### src/hdl/bsl_pkg.sv
`timescale 1ns / 1ps
// Shared types and constants for the button short/long press detector.
// No dependencies; every other file of the block imports this package.
package bsl_pkg;

	localparam int BUTTON_COUNT = 3;
	localparam int BUTTON_IDX_W = 2;
	localparam int HOLD_W       = 16;
	localparam int SETTLE_W     = 10;
	localparam int CFG_DATA_W   = 16;
	localparam int CFG_IDX_W    = 1;

	localparam logic [HOLD_W-1:0]   LONG_TICKS_RESET   = 16'd600;
	localparam logic [SETTLE_W-1:0] SETTLE_TICKS_RESET = 10'd50;

	typedef enum logic [1:0] {
		EV_NONE  = 2'd0,
		EV_SHORT = 2'd1,
		EV_LONG  = 2'd2
	} event_kind_t;

	localparam logic [CFG_IDX_W-1:0] CFG_LONG_PRESS = 1'd0;
	localparam logic [CFG_IDX_W-1:0] CFG_SETTLE     = 1'd1;

	typedef struct packed {
		logic [HOLD_W-1:0]   long_ticks;
		logic [SETTLE_W-1:0] settle_ticks;
	} bsl_cfg_t;

	typedef struct packed {
		event_kind_t             kind;
		logic [BUTTON_IDX_W-1:0] button;
	} bsl_result_t;

endpackage

### src/hdl/bsl_lane.sv
`timescale 1ns / 1ps
// One button lane: debounce window, press tracking and hold counting.
// Depends on bsl_pkg.
module bsl_lane
	import bsl_pkg::*;
(
	input  logic        clk,
	input  logic        arst_n,
	input  logic        cur,
	input  logic        commit,
	input  bsl_cfg_t    cfg,
	output event_kind_t ev
);

	logic                last_q;
	logic [SETTLE_W-1:0] settle_q;
	logic                pressed_q;
	logic                long_q;
	logic [HOLD_W-1:0]   hold_q;

	logic                last_n;
	logic [SETTLE_W-1:0] settle_n;
	logic                pressed_n;
	logic                long_n;
	logic [HOLD_W-1:0]   hold_n;
	logic                check;
	logic                match;

	always_comb begin
		ev     = EV_NONE;
		check  = 1'b0;
		last_n = last_q;
		settle_n = settle_q;
		pressed_n = pressed_q;
		long_n = long_q;
		hold_n = hold_q;

		if (pressed_q && (hold_q != {HOLD_W{1'b1}})) begin
			hold_n = hold_q + 1'b1;
		end

		if (settle_q == '0) begin
			if (cur != last_q) begin
				last_n   = cur;
				settle_n = cfg.settle_ticks;
				check    = (cfg.settle_ticks == '0);
			end
		end else begin
			settle_n = settle_q - 1'b1;
			check    = (settle_q == SETTLE_W'(1));
		end

		match = check && (cur == last_n);

		if (match && !cur && !pressed_n) begin
			pressed_n = 1'b1;
			long_n    = 1'b0;
			hold_n    = '0;
		end

		if (pressed_n && !long_n && (hold_n >= cfg.long_ticks)) begin
			long_n = 1'b1;
			ev     = EV_LONG;
		end

		if (match && cur && pressed_n) begin
			pressed_n = 1'b0;
			if (!long_n && (hold_n < cfg.long_ticks)) begin
				ev = EV_SHORT;
			end
		end
	end

	always_ff @(posedge clk or negedge arst_n) begin
		if (!arst_n) begin
			last_q    <= 1'b1;
			settle_q  <= '0;
			pressed_q <= 1'b0;
			long_q    <= 1'b0;
			hold_q    <= '0;
		end else if (commit) begin
			last_q    <= last_n;
			settle_q  <= settle_n;
			pressed_q <= pressed_n;
			long_q    <= long_n;
			hold_q    <= hold_n;
		end
	end

endmodule

### src/hdl/bsl_merge.sv
`timescale 1ns / 1ps
// Priority merge of the lane events: lowest reporting button wins.
// Depends on bsl_pkg.
module bsl_merge
	import bsl_pkg::*;
(
	input  event_kind_t       ev [BUTTON_COUNT],
	output logic [BUTTON_COUNT-1:0] keep,
	output bsl_result_t       result
);

	logic found;

	// Lanes up to and including the first reporting one keep their update;
	// lanes above it are held unchanged this tick.
	always_comb begin
		found  = 1'b0;
		keep   = '0;
		result = '{kind: EV_NONE, button: '0};
		for (int i = 0; i < BUTTON_COUNT; i++) begin
			keep[i] = !found;
			if (!found && (ev[i] != EV_NONE)) begin
				found         = 1'b1;
				result.kind   = ev[i];
				result.button = BUTTON_IDX_W'(i);
			end
		end
	end

endmodule

### src/hdl/bsl_outbuf.sv
`timescale 1ns / 1ps
// Two-entry result buffer that separates the input side from the output stall.
// Depends on bsl_pkg.
module bsl_outbuf
	import bsl_pkg::*;
(
	input  logic        clk,
	input  logic        arst_n,
	input  logic        push,
	input  bsl_result_t push_data,
	output logic        full,
	output logic        valid,
	input  logic        stall,
	output bsl_result_t data
);

	logic        main_valid_q;
	logic        skid_valid_q;
	bsl_result_t main_q;
	bsl_result_t skid_q;
	logic        take;

	assign take  = main_valid_q && !stall;
	assign full  = skid_valid_q;
	assign valid = main_valid_q;
	assign data  = main_q;

	always_ff @(posedge clk or negedge arst_n) begin
		if (!arst_n) begin
			main_valid_q <= 1'b0;
			skid_valid_q <= 1'b0;
		end else if (take) begin
			if (skid_valid_q) begin
				main_valid_q <= 1'b1;
				skid_valid_q <= push;
			end else begin
				main_valid_q <= push;
			end
		end else if (push) begin
			if (main_valid_q) begin
				skid_valid_q <= 1'b1;
			end else begin
				main_valid_q <= 1'b1;
			end
		end
	end

	always_ff @(posedge clk) begin
		if (take) begin
			if (skid_valid_q) begin
				main_q <= skid_q;
				if (push) begin
					skid_q <= push_data;
				end
			end else if (push) begin
				main_q <= push_data;
			end
		end else if (push) begin
			if (main_valid_q) begin
				skid_q <= push_data;
			end else begin
				main_q <= push_data;
			end
		end
	end

endmodule

### src/hdl/button_short_long_press_detector.sv
`timescale 1ns / 1ps
// Debounce and short/long press detection for three active-low buttons, one
// input transfer per tick. The block accepts one tick per clock cycle while the input
// is not stalled, and its result is registered in the output buffer; the limit is the
// combinational per-tick state update through all button lanes and the priority merge
// because the next tick depends on it. Each tick gives exactly one result: no
// event, a short press or a long press, with the lowest reporting button winning.
// Results wait in a two-entry buffer, so input stall rises only when two results
// are waiting. Configuration is always ready and should only be written while idle.
// Depends on bsl_pkg, bsl_lane, bsl_merge and bsl_outbuf.
module button_short_long_press_detector
	import bsl_pkg::*;
(
	input  logic                    clk,
	input  logic                    arst_n,
	// Tick input channel.
	input  logic                    item_valid,
	output logic                    item_stall,
	input  logic [BUTTON_COUNT-1:0] levels,
	// Result channel.
	output logic                    result_valid,
	input  logic                    result_stall,
	output logic [1:0]              event_kind,
	output logic [BUTTON_IDX_W-1:0] button_index,
	// Configuration write channel.
	input  logic                    cfg_valid,
	output logic                    cfg_ready,
	input  logic [CFG_IDX_W-1:0]    cfg_index,
	input  logic [CFG_DATA_W-1:0]   cfg_data
);

	bsl_cfg_t                cfg_q;
	logic                    accept;
	logic                    buf_full;
	event_kind_t             lane_ev [BUTTON_COUNT];
	logic [BUTTON_COUNT-1:0] keep;
	bsl_result_t             merged;
	bsl_result_t             out_data;

	// Configuration registers are written directly; the port never holds off.
	assign cfg_ready = 1'b1;

	always_ff @(posedge clk or negedge arst_n) begin
		if (!arst_n) begin
			cfg_q.long_ticks   <= LONG_TICKS_RESET;
			cfg_q.settle_ticks <= SETTLE_TICKS_RESET;
		end else if (cfg_valid && cfg_ready) begin
			case (cfg_index)
				CFG_LONG_PRESS: cfg_q.long_ticks   <= cfg_data;
				CFG_SETTLE:     cfg_q.settle_ticks <= cfg_data[SETTLE_W-1:0];
				default: ;
			endcase
		end
	end

	// A tick transfer happens whenever a tick is offered and the result buffer has room.
	assign item_stall = buf_full;
	assign accept     = item_valid && !item_stall;

	// One lane per button. A lane commits its update only when the tick is
	// accepted and no lower button reported an event on the same tick.
	for (genvar g = 0; g < BUTTON_COUNT; g++) begin : g_lane
		bsl_lane u_lane (
			.clk    (clk),
			.arst_n (arst_n),
			.cur    (levels[g]),
			.commit (accept && keep[g]),
			.cfg    (cfg_q),
			.ev     (lane_ev[g])
		);
	end

	bsl_merge u_merge (
		.ev     (lane_ev),
		.keep   (keep),
		.result (merged)
	);

	bsl_outbuf u_outbuf (
		.clk       (clk),
		.arst_n    (arst_n),
		.push      (accept),
		.push_data (merged),
		.full      (buf_full),
		.valid     (result_valid),
		.stall     (result_stall),
		.data      (out_data)
	);

	assign event_kind   = out_data.kind;
	assign button_index = out_data.button;

endmodule

### config.mk
export PLATFORM = sky130hd
export DESIGN_NAME = button_short_long_press_detector
export DESIGN_NICKNAME = d
export VERILOG_FILES = /design/src/hdl/bsl_pkg.sv /design/src/hdl/bsl_lane.sv /design/src/hdl/bsl_merge.sv /design/src/hdl/bsl_outbuf.sv /design/src/hdl/button_short_long_press_detector.sv
export SDC_FILE = /design/constraint.sdc
export NUM_CORES = 1
export LEC_CHECK = 0
export ABC_AREA = 1
export BUFFER_PORTS_ARGS = -buffer_cell sky130_fd_sc_hd__buf_2
export CORE_MARGIN = 4
export CORE_UTILIZATION = 32
export CTS_CLUSTER_SIZE = 16
export DETAILED_ROUTE_END_ITERATION = 7
export GPL_TIMING_DRIVEN = 0
export PLACE_DENSITY = 0.59
export SYNTH_ARGS = -nofsm -noshare
export SYNTH_HDL_FRONTEND = slang
export SYNTH_SLANG_ARGS = --single-unit
### constraint.sdc
create_clock -name clk -period 9.3 [get_ports clk]
set_input_delay 0 -clock clk [delete_from_list [all_inputs] [get_ports clk]]
set_output_delay 0 -clock clk [all_outputs]
set_load 0.03 [all_outputs]
==> qor.yml, run 1 <==
status: "completed"
layout_min_cycle_time_ns: 4.46
grtUsageTotal_pct: 16.8
p_total_uw: 2500
areaGrowthSynthToFinish_pct: 16.4
postSynth.asyncResetShare_pct: 93.5
rsz0062_at_grt: "false"
slew_headroom_pct: 60.0
preCtsSetupSlack_ns: 4.85
netlist_area_mm2: 0.00891
layout-drive-gt1-share_pct: 9.94
cts-buffers-inserted: 17
cp_max_fo: 10
synth-seq-area-share_pct: 35.1
maxCapViolCount: 0
ys.flop_type: "dfrtp_1"
dr.pass1.iters: 5
grt_pass1_vias: 8154
grt_start_max_net_pins: 91
multi_input_area_mm2: 0.00499
yosys-top-cells-area: "dfrtp_1 (29%), nand2_1 (15%), ha_1 (8.4%)"
routedWlPerCell_um: 14.5
ir_worst_vdd_v: 0.000109
clockBufferDepth: 2
via_per_inst: 4.86
p_per_area_mw_per_mm2: 241
tritoncts: "built"
end_kind: "flop"
place.gp.congestion: 0.914
setup_tns_ns: 0
die_x_um: 175
crit_arrival_ns: 4.75
clock-sinks: 123
n_fill_cell: 2902
yosysTopAreaCell: "dfrtp_1"
hold_viol_final: 0
grt_overflow: 0
synth_top_cell_area_share_pct: 29.5
cts-root-buf: "clkbuf_16"
dp_hpwl_um: 18700
worstMarginPinSlew_ns: 0.600
path_class: "reg2reg"
cts_setup_buffers: 0
drtIter0Drc: 508
grt_antenna_before_repair: 0
syn_inst: 1263
row_count: 60
holdWs_ns: 0.00609
p_leak_uw: 0.00507
fin_nets: 1420
start_kind: "flop"
fp.dieH_um: 175
worst_slack_ns: 4.84
min_path_type: "in2async"
antennaDiodeCount: 0
report.final.setup_viol: 0
final-seq-area_mm2: 0.00313
port-buffer-count: 30
grt_pass1_wl_um: 41700
clk_latency_ns: 0.43
post-synth-top-count-cell: "nand2_1"
drtAntennaViolNets: 0
clock.fmax_mhz: 224
initial_core_util_pct: 32.8
synth_commonest_cells: "nand2_1 (351), inv_1 (167), o21ai_0 (122), dfrtp_1 (105), nor2_1 (102)"
syn_avg_cell_area_um2: 7.06
ys_ff_latch: 123
dr_total_vias: 8364
htree_levels: 4
syn_nets: 1348
yosysUniqueCellTypes: 52
fp.coreArea_mm2: 0.0272
drc: 0
finClkSkew_ns: 0.0139
cts.reportedPaths.clkPinSlew_ns: 0.06
routed_wl_um: 25000
ioPinCount: 32
die_area_mm2: 0.0306
synth_edf_count: 8
final_max_slew_viol_count: 0
required_ns: 9.59
synth_warnings: 0
final.period_utilization_pct: 48.0
## worst paths after layout
check                           from                     endpoint  slack [ns]  cells after the start
min in group clk           levels[1]                         flop        0.07                      4
hold / removal                arst_n               u_outbuf.valid       0.006                      2
hold reg to reg            cfg_q[12]                    cfg_q[12]        0.49                      2
setup / recovery            cfg_q[2]  g_lane[1].u_lane.hold_q[11]        4.84                     22
max in group asynchronous     arst_n      g_lane[2].u_lane.last_q        8.52                      3
setup reg to reg            cfg_q[2]  g_lane[1].u_lane.hold_q[11]        4.84                     22
## flip-flops by register name, indices dropped and copies added, names as in the netlist, named ones only
signal and count:
cfg_q 26, g_lane.u_lane.hold_q 48, g_lane.u_lane.last_q 3, g_lane.u_lane.long_q 3, g_lane.u_lane.settle_q 30, u_outbuf.data 4
u_outbuf.full 1, u_outbuf.skid_q 4, u_outbuf.valid 1
## cells by family (layout without fill, tap and decap cells)
| family | after synthesis | after routing | share of synthesized area (%) |
|---|---|---|---|
| flip-flops | 123 | 123 | 35.1 |
| adder cells (fa/ha/maj) | 60 | 60 | 8.42 |
| AO/OA/AOI/OAI | 228 | 228 | 14.3 |
| XOR/XNOR | 31 | 31 | 3.05 |
| buffers and inverters | 200 | 285 | 8.87 |
| other | 1 | 1 | 0.0421 |
| AND/OR/NAND/NOR | 620 | 620 | 30.2 |
## layout make-up
cell class / instances / share of cell area [%]
multi-input cells: 940 / 48.1
inverters: 172 / 6.27
flip-flops and latches: 123 / 30.2
plain buffers: 28 / 1.35
well taps: 372 / 4.49
clock inverters: 11 / 0.929
repair buffers: 53 / 3.90
clock buffers: 21 / 4.74
## critical path: stages (launching register included)
cell and delay (ns):
dfrtp_1 0.48, nor2_1 0.17, nand3_1 0.09, nor2_1 0.41, inv_1 0.17, o21ai_0 0.22, nand3_1 0.14, nor2_1 0.20
inv_1 0.18, nand2_1 0.17, inv_1 0.07, ha_1 0.29, nand2_1 0.11, inv_1 0.05, nand2_1 0.05, nand2_1 0.06
a21oi_1 0.17, nand3_1 0.15, nand2_4 0.10, a21oi_2 0.07, nor2_4 0.35, clkbuf_1 0.45, o21ai_0 0.16
## stage by stage
step / instance area, µm² / cells / utilization [%]
CTS: 10400 / 1720 / 38.2
detailed placement: 9560 / 1666 / 35.2
global route: 10400 / 1720 / 38.2
floorplan: 8910 / 1263 / -
global placement: 9530 / 1665 / 35.1
finish: 10400 / 1720 / 38.2
## timing repair
action / in CTS / in global routing
gates resized for setup: 0 / 0
hold endpoints to repair: 135 / 0
hold buffers: 22 / 0
## cells in the final DEF (no fill, tap or decap), drive strengths merged, types with 6 or more instances in the layout
cell type and count:
nand2 362, inv 179, o21ai 143, nor2 108
dfrtp 105, nand3 75, a21oi 63, ha 60
buf 45, clkbuf 35, nor3 32, nand4 25
dlygate4sd3 22, xor2 18, xnor2 13, dfstp 10
edfxtp 8, or2 6
## layer usage
metal,GRT usage [%],share of wire (%),vias up
met5,0,0,-
li1,-,-,4268
met2,27.5,47,162
met1,23.4,49,3909
met3,2.44,3.5,25
met4,3.99,1.2,0
## power by group
part           leakage, µW  switching [µW]  internal, µW  total (µW)
logic              0.00324             653           359        1010
registers          0.00154             133           690         823
clock network     0.000285             279           386         665
(Power assumes the default switching activity.)
==> run 2, diff against run 1 <==
- clock period: 9.3 -> 4.7 ns (I/O delays scaled with it)
==> qor.yml, run 2 (synthesized netlist as in run 1, its figures left out) <==
ioPinCount: 32  # unchanged
port-buffer-count: 30  # unchanged
critPathTopFamily: "simple AND/OR/NAND/NOR gates"  # unchanged
largest_reg_flops: 48  # unchanged
final_common_cell: "nand2_1"  # unchanged
clkPwrFrac_pct: 26.6  # about the same
finClkSkew_ns: 0.0129  # was 0.0139 ns
crit_arrival_ns: 4.54  # was 4.75 ns
clk_latency_ns: 0.43  # about the same
swShare_pct: 42.6  # about the same
fp.dieH_um: 175  # unchanged
rsz0062_at_grt: "false"  # unchanged
dr.pass1.iters: 5  # unchanged
die_x_um: 175  # unchanged
layout_min_cycle_time_ns: 4.17  # was 4.46 ns
routedWlPerCell_um: 14.5  # about the same
initial_core_util_pct: 32.8  # unchanged
grt_overflow: 0  # unchanged
grt_pass1_vias: 8154  # unchanged
tritoncts: "built"  # unchanged
drtAntennaViolNets: 0  # unchanged
place.gp.congestion: 0.914  # unchanged
ir_worst_vdd_v: 0.000215  # was 0.000109 V
clock.fmax_mhz: 240  # was 224 MHz
row_count: 60  # unchanged
p_per_area_mw_per_mm2: 477  # was 241 mW/mm²
place_area_mm2: 0.00956  # unchanged
cts-root-buf: "clkbuf_16"  # unchanged
setup_tns_ns: 0  # unchanged
cts.reportedPaths.clkPinSlew_ns: 0.06  # about the same
netSwitchingPower_uw: 2110  # was 1060 µW
end_kind: "flop"  # unchanged
top_register: "g_lane.u_lane.hold_q"  # unchanged
routed_wl_um: 25000  # about the same
cts-buffers-inserted: 17  # unchanged
fin_nets: 1420  # unchanged
grtUsageTotal_pct: 16.8  # unchanged
layout_common_cells: "nand2_1 (351), inv_1 (167), o21ai_0 (122)"  # unchanged
path_class: "reg2reg"  # unchanged
antennaDiodeCount: 0  # unchanged
required_ns: 5.07  # was 9.59 ns
worstMarginPinSlew_ns: 0.589  # was 0.600 ns
power_frac_comb_pct: 40.5  # about the same
drtIter0Drc: 503  # was 508
cts_setup_buffers: 0  # unchanged
critical_path.slowest_cell: "dfrtp_1"  # unchanged
layout-drive-gt1-share_pct: 10.1  # was 9.94%
clock-sinks: 123  # unchanged
final_max_slew_viol_count: 0  # unchanged
dp_hpwl_um: 18700  # unchanged
design_area_mm2: 0.0104  # about the same
internal-power_uw: 2840  # was 1440 µW
cp_max_fo: 10  # unchanged
slew_headroom_pct: 60.7  # was 60.0%
htree_levels: 4  # unchanged
top_regs: "g_lane.u_lane.hold_q x48, g_lane.u_lane.settle_q x30, cfg_q x26"  # unchanged
layout.cells.non_filler: 1720  # unchanged
report.final.setup_viol: 0  # unchanged
pwr-share-seq_pct: 32.9  # about the same
grt_start_max_net_pins: 91  # unchanged
hold_viol_final: 0  # unchanged
grt_pass1_wl_um: 41700  # unchanged
final.period_utilization_pct: 88.7  # was 48.0%
cpMostUsedCell: "nand2_1"
drc: 0  # unchanged
worst_slack_ns: 0.529  # was 4.84 ns
dr_total_vias: 8376  # was 8,364
worst_path_largest_cell_delay_ns: 0.48  # about the same
die_area_mm2: 0.0306  # unchanged
preCtsSetupSlack_ns: 0.254  # was 4.85 ns
maxCapViolCount: 0  # unchanged
via_per_inst: 4.87  # was 4.86
start_kind: "flop"  # unchanged
grt_antenna_before_repair: 0  # unchanged
dp.cells: 1666  # unchanged
p_leak_uw: 0.00508  # was 0.00507 µW
cp_num_buf_inv: 6  # was 5
status: "completed"  # unchanged
min_path_type: "in2async"  # unchanged
fp.coreArea_mm2: 0.0272  # unchanged
areaGrowthSynthToFinish_pct: 16.4  # about the same
clockBufferDepth: 2  # unchanged
[run 2: per-layer routing]
| metal | track usage [%] | part of all wire [%] | up-vias |
|---|---|---|---|
| met5 | 0 | 0 | - |
| met1 | 23.4 | 49 | 3918 |
| met2 | 27.5 | 47 | 160 |
| met3 | 2.44 | 3.4 | 24 |
| li1 | - | - | 4274 |
| met4 | 3.99 | 1.2 | 0 |
[run 2: final timing paths]
path                            cells past startpoint      start                            to  slack (ns)
worst max-delay path                               25   cfg_q[2]  g_lane[1].u_lane.settle_q[7]        0.53
worst min-delay path                                2     arst_n                u_outbuf.valid       0.006
worst max register to register                     25   cfg_q[2]  g_lane[1].u_lane.settle_q[7]        0.53
worst min register to register                      2  cfg_q[12]                     cfg_q[12]        0.48
max in group asynchronous                           3     arst_n       g_lane[2].u_lane.last_q        3.92
min in group clk                                    4  levels[1]                          flop        0.06
[run 2: area by class of cell]
class                      instances  area (µm²)
buffer                            28         141
clock buffer                      21         492
clock inverter                    11        96.3
fill                            2904       16800
inverter                         172         651
multi-input combinational        940        4990
sequential                       123        3130
tap                              372         465
timing repair buffer              53         404
[run 2: through the flow]
step	total power (µW)	hold WS [ns]	util, %
3_3_place_gp	3570	0.248	35.1
2_1_floorplan	3100	-0.296	-
4_1_cts	4970	0.00571	38.2
6_report	4950	0.00597	38.2
3_5_place_dp	3620	-0.112	35.2
5_1_grt	5380	0.0435	38.2
[run 2: power groups by stage]
stage	clock network [µW]	registers, µW	logic [µW]
final	1310	1630	2000
after global routing	1390	1670	2310
after CTS	1340	1630	2010
after detailed placement	0	1640	1980
after global placement	0	1640	1930
after floorplan	0	1610	1500
[run 2: timing repair]
item                                    4_1_cts  5_1_grt
hold buffers                                 22        0
gates resized for setup                       0        3
endpoints found under the setup margin        0       13
endpoints found under the hold margin       135        0
[run 2: worst register-to-register path: stages, from the launching register on]
cell     delay [ns]
dfrtp_1        0.48
nor2_1         0.18
nand3_1        0.11
nor2_2         0.27
inv_1          0.14
o21ai_0        0.20
nand3_1        0.14
nor2_1         0.20
inv_1          0.18
nand2_1        0.17
inv_1          0.07
ha_1           0.29
nand2_1        0.11
inv_1          0.05
nand2_1        0.05
nand2_1        0.06
a21oi_1        0.17
nand3_1        0.15
nand2_4        0.10
a21oi_2        0.08
nor2_4         0.35
nand2_4        0.14
inv_4          0.14
buf_6          0.18
nand2_1        0.06
nand2_1        0.06
==> run 3, diff against run 2 <==
- REMOVE_ABC_BUFFERS: not set -> 1
==> qor.yml, run 3 (synthesized netlist as in run 1, its figures left out) <==
die_area_mm2: 0.0306  # unchanged
antennaDiodeCount: 0  # unchanged
layout-drive-gt1-share_pct: 9.81  # was 10.1%
port-buffer-count: 30  # unchanged
ir_worst_vdd_v: 0.000251  # was 0.000215 V
cts.reportedPaths.clkPinSlew_ns: 0.07  # was 0.06 ns
grt_pass1_wl_um: 39600  # was 41,700 µm
place.gp.congestion: 0.851  # was 0.914
path_class: "reg2reg"  # unchanged
crit_arrival_ns: 4.59  # was 4.54 ns
n_fill_cell: 2859  # was 2,904
setup.worst_path.start: "g_lane[0].u_lane.settle_q[0]"  # was cfg_q[2]
finClkSkew_ns: 0.0189  # was 0.0129 ns
cp_max_fo: 21  # was 10
die_x_um: 175  # unchanged
routedWlPerCell_um: 14.1  # was 14.5 µm
row_count: 60  # unchanged
fin_nets: 1397  # was 1,420
grt_pass1_vias: 7728  # was 8,154
clk_latency_ns: 0.43  # about the same
status: "completed"  # unchanged
dr.pass1.iters: 5  # unchanged
layout.cells.non_filler: 1697  # was 1,720
drtIter0Drc: 516  # was 503
drtAntennaViolNets: 0  # unchanged
final_common_cell: "nand2_1"  # unchanged
ioPinCount: 32  # unchanged
p_per_area_mw_per_mm2: 484  # was 477 mW/mm²
worstMarginPinSlew_ns: 1.14  # was 0.589 ns
tritoncts: "built"  # unchanged
fp.coreArea_mm2: 0.0272  # unchanged
timing.rr.end: "g_lane[2].u_lane.hold_q[3]"  # was g_lane[1].u_lane.settle_q[7]
htree_levels: 4  # unchanged
hold_viol_final: 0  # unchanged
grt_antenna_before_repair: 0  # unchanged
end_kind: "flop"  # unchanged
setup_tns_ns: 0  # unchanged
top_register: "g_lane.u_lane.hold_q"  # unchanged
maxCapViolCount: 0  # unchanged
layout_min_cycle_time_ns: 4.29  # was 4.17 ns
via_per_inst: 4.82  # was 4.87
final_max_slew_viol_count: 0  # unchanged
rr_startpoint: "g_lane[0].u_lane.settle_q[0]"  # was cfg_q[2]
min_path_type: "in2async"  # unchanged
clock-sinks: 123  # unchanged
grt_overflow: 0  # unchanged
grt_start_max_net_pins: 70  # was 91
rsz0062_at_grt: "false"  # unchanged
grtUsageTotal_pct: 16.0  # was 16.8%
cts-buffers-inserted: 17  # unchanged
report.final.setup_viol: 0  # unchanged
drc: 0  # unchanged
fin_util_pct: 37.9  # was 38.2%
cp-endpoint: "g_lane[2].u_lane.hold_q[3]"  # was g_lane[1].u_lane.settle_q[7]
routed_wl_um: 24000  # was 25,000 µm
dp.cells: 1638  # was 1,666
required_ns: 5.00  # was 5.07 ns
start_kind: "flop"  # unchanged
areaGrowthSynthToFinish_pct: 15.7  # was 16.4%
layout_common_cells: "nand2_1 (351), inv_1 (167), o21ai_0 (122)"  # unchanged
clock.fmax_mhz: 233  # was 240 MHz
top_regs: "g_lane.u_lane.hold_q x48, g_lane.u_lane.settle_q x30, cfg_q x26"  # unchanged
final.period_utilization_pct: 91.4  # was 88.7%
p_leak_uw: 0.00504  # was 0.00508 µW
fp.dieH_um: 175  # unchanged
cts-root-buf: "clkbuf_16"  # unchanged
reg2reg_depth: 22  # was 25
largest_reg_flops: 48  # unchanged
rrSetupSlack_ns: 0.41  # was 0.53 ns
dp_hpwl_um: 17100  # was 18,700 µm
dr_total_vias: 8174  # was 8,376
slew_headroom_pct: 24.1  # was 60.7%
clockBufferDepth: 2  # unchanged
initial_core_util_pct: 32.8  # unchanged
-- run 3: cell types whose count changed in the layout (fill, tap and decap cells not counted), sizes merged --
cell         previous run  this run
clkbuf                 35        18
buf                    45        37
bufinv                  0         3
clkinv                  2         4
dlygate4sd3            22        20
inv                   179       177
nor2                  108       109
-- run 3: power breakdown --
part | internal [µW] | switching [µW]
Combinational | 687 | 1260
Clock | 848 | 564
Sequential | 1370 | 266
Total | 2900 | 2090
-- run 3: how the worst min path moves through the flow --
stage | from | end | slack [ns] | depth (start not counted)
after global placement | cfg_data[6] | cfg_q[16] | 0.24 | 3
after global routing | levels[1] | flop | 0.1 | 4
final | arst_n | g_lane[1].u_lane.settle_q[6] | 0.08 | 2
after CTS | levels[1] | flop | 0.06 | 4
after detailed placement | arst_n | g_lane[1].u_lane.settle_q[1] | -0.02 | 1
after floorplan | arst_n | async pin | -0.30 | 0
-- run 3: layer usage --
metal / global-route usage [%] / wire [µm] / up-vias
li1: - / - / 4221
met4: 5.43 / 669 / 0
met1: 21.6 / 11400 / 3778
met5: 0 / 0 / -
met2: 26.0 / 10900 / 144
met3: 2.99 / 1030 / 31
-- run 3: cell type report --
type                            count  area [µm²]  area share (%)
Timing Repair Buffer               57         429            4.16
Tap cell                          372         465            4.52
Multi-Input combinational cell    941        5020            48.7
Inverter                          172         651            6.31
Clock buffer                       18         429            4.16
Clock inverter                     14         186            1.81
Sequential cell                   123        3130            30.4
-- run 3: timing repair --
item,in CTS,in global routing
pin swaps,1,1
gates resized for setup,0,4
endpoints found under the setup margin,39,58
gates cloned,1,0
endpoints found under the hold margin,98,0
buffers inserted,3,3
hold buffers,20,0
-- run 3: worst max-delay path, stage by stage, from the launching register on --
cell	delay [ns]
dfrtp_1	0.40
inv_1	0.13
ha_1	0.19
and2_4	0.19
nand3_2	0.25
o21ai_0	0.27
nand3_1	0.12
nor2_1	0.24
inv_1	0.20
nand2_1	0.12
inv_1	0.06
ha_1	0.29
nand2_1	0.08
nor3_1	0.33
nand3_1	0.11
nand3_1	0.14
nand2_4	0.09
a21oi_4	0.27
nor2_4	0.11
nand2_4	0.27
inv_4	0.15
nand2_1	0.08
o21ai_0	0.07
-- run 3: stage by stage --
| step | worst slack [ns] | area, µm² | power (µW) | hold WS (ns) |
|---|---|---|---|---|
| after floorplan | 0.832 | 8770 | 3060 | -0.296 |
| after global placement | -0.320 | 9390 | 3500 | 0.245 |
| after detailed placement | -0.343 | 9420 | 3550 | -0.0153 |
| after CTS | 0.0629 | 10300 | 5010 | 0.0631 |
| after global routing | 0.00621 | 10300 | 5410 | 0.0961 |
| final | 0.406 | 10300 | 4990 | 0.0780 |
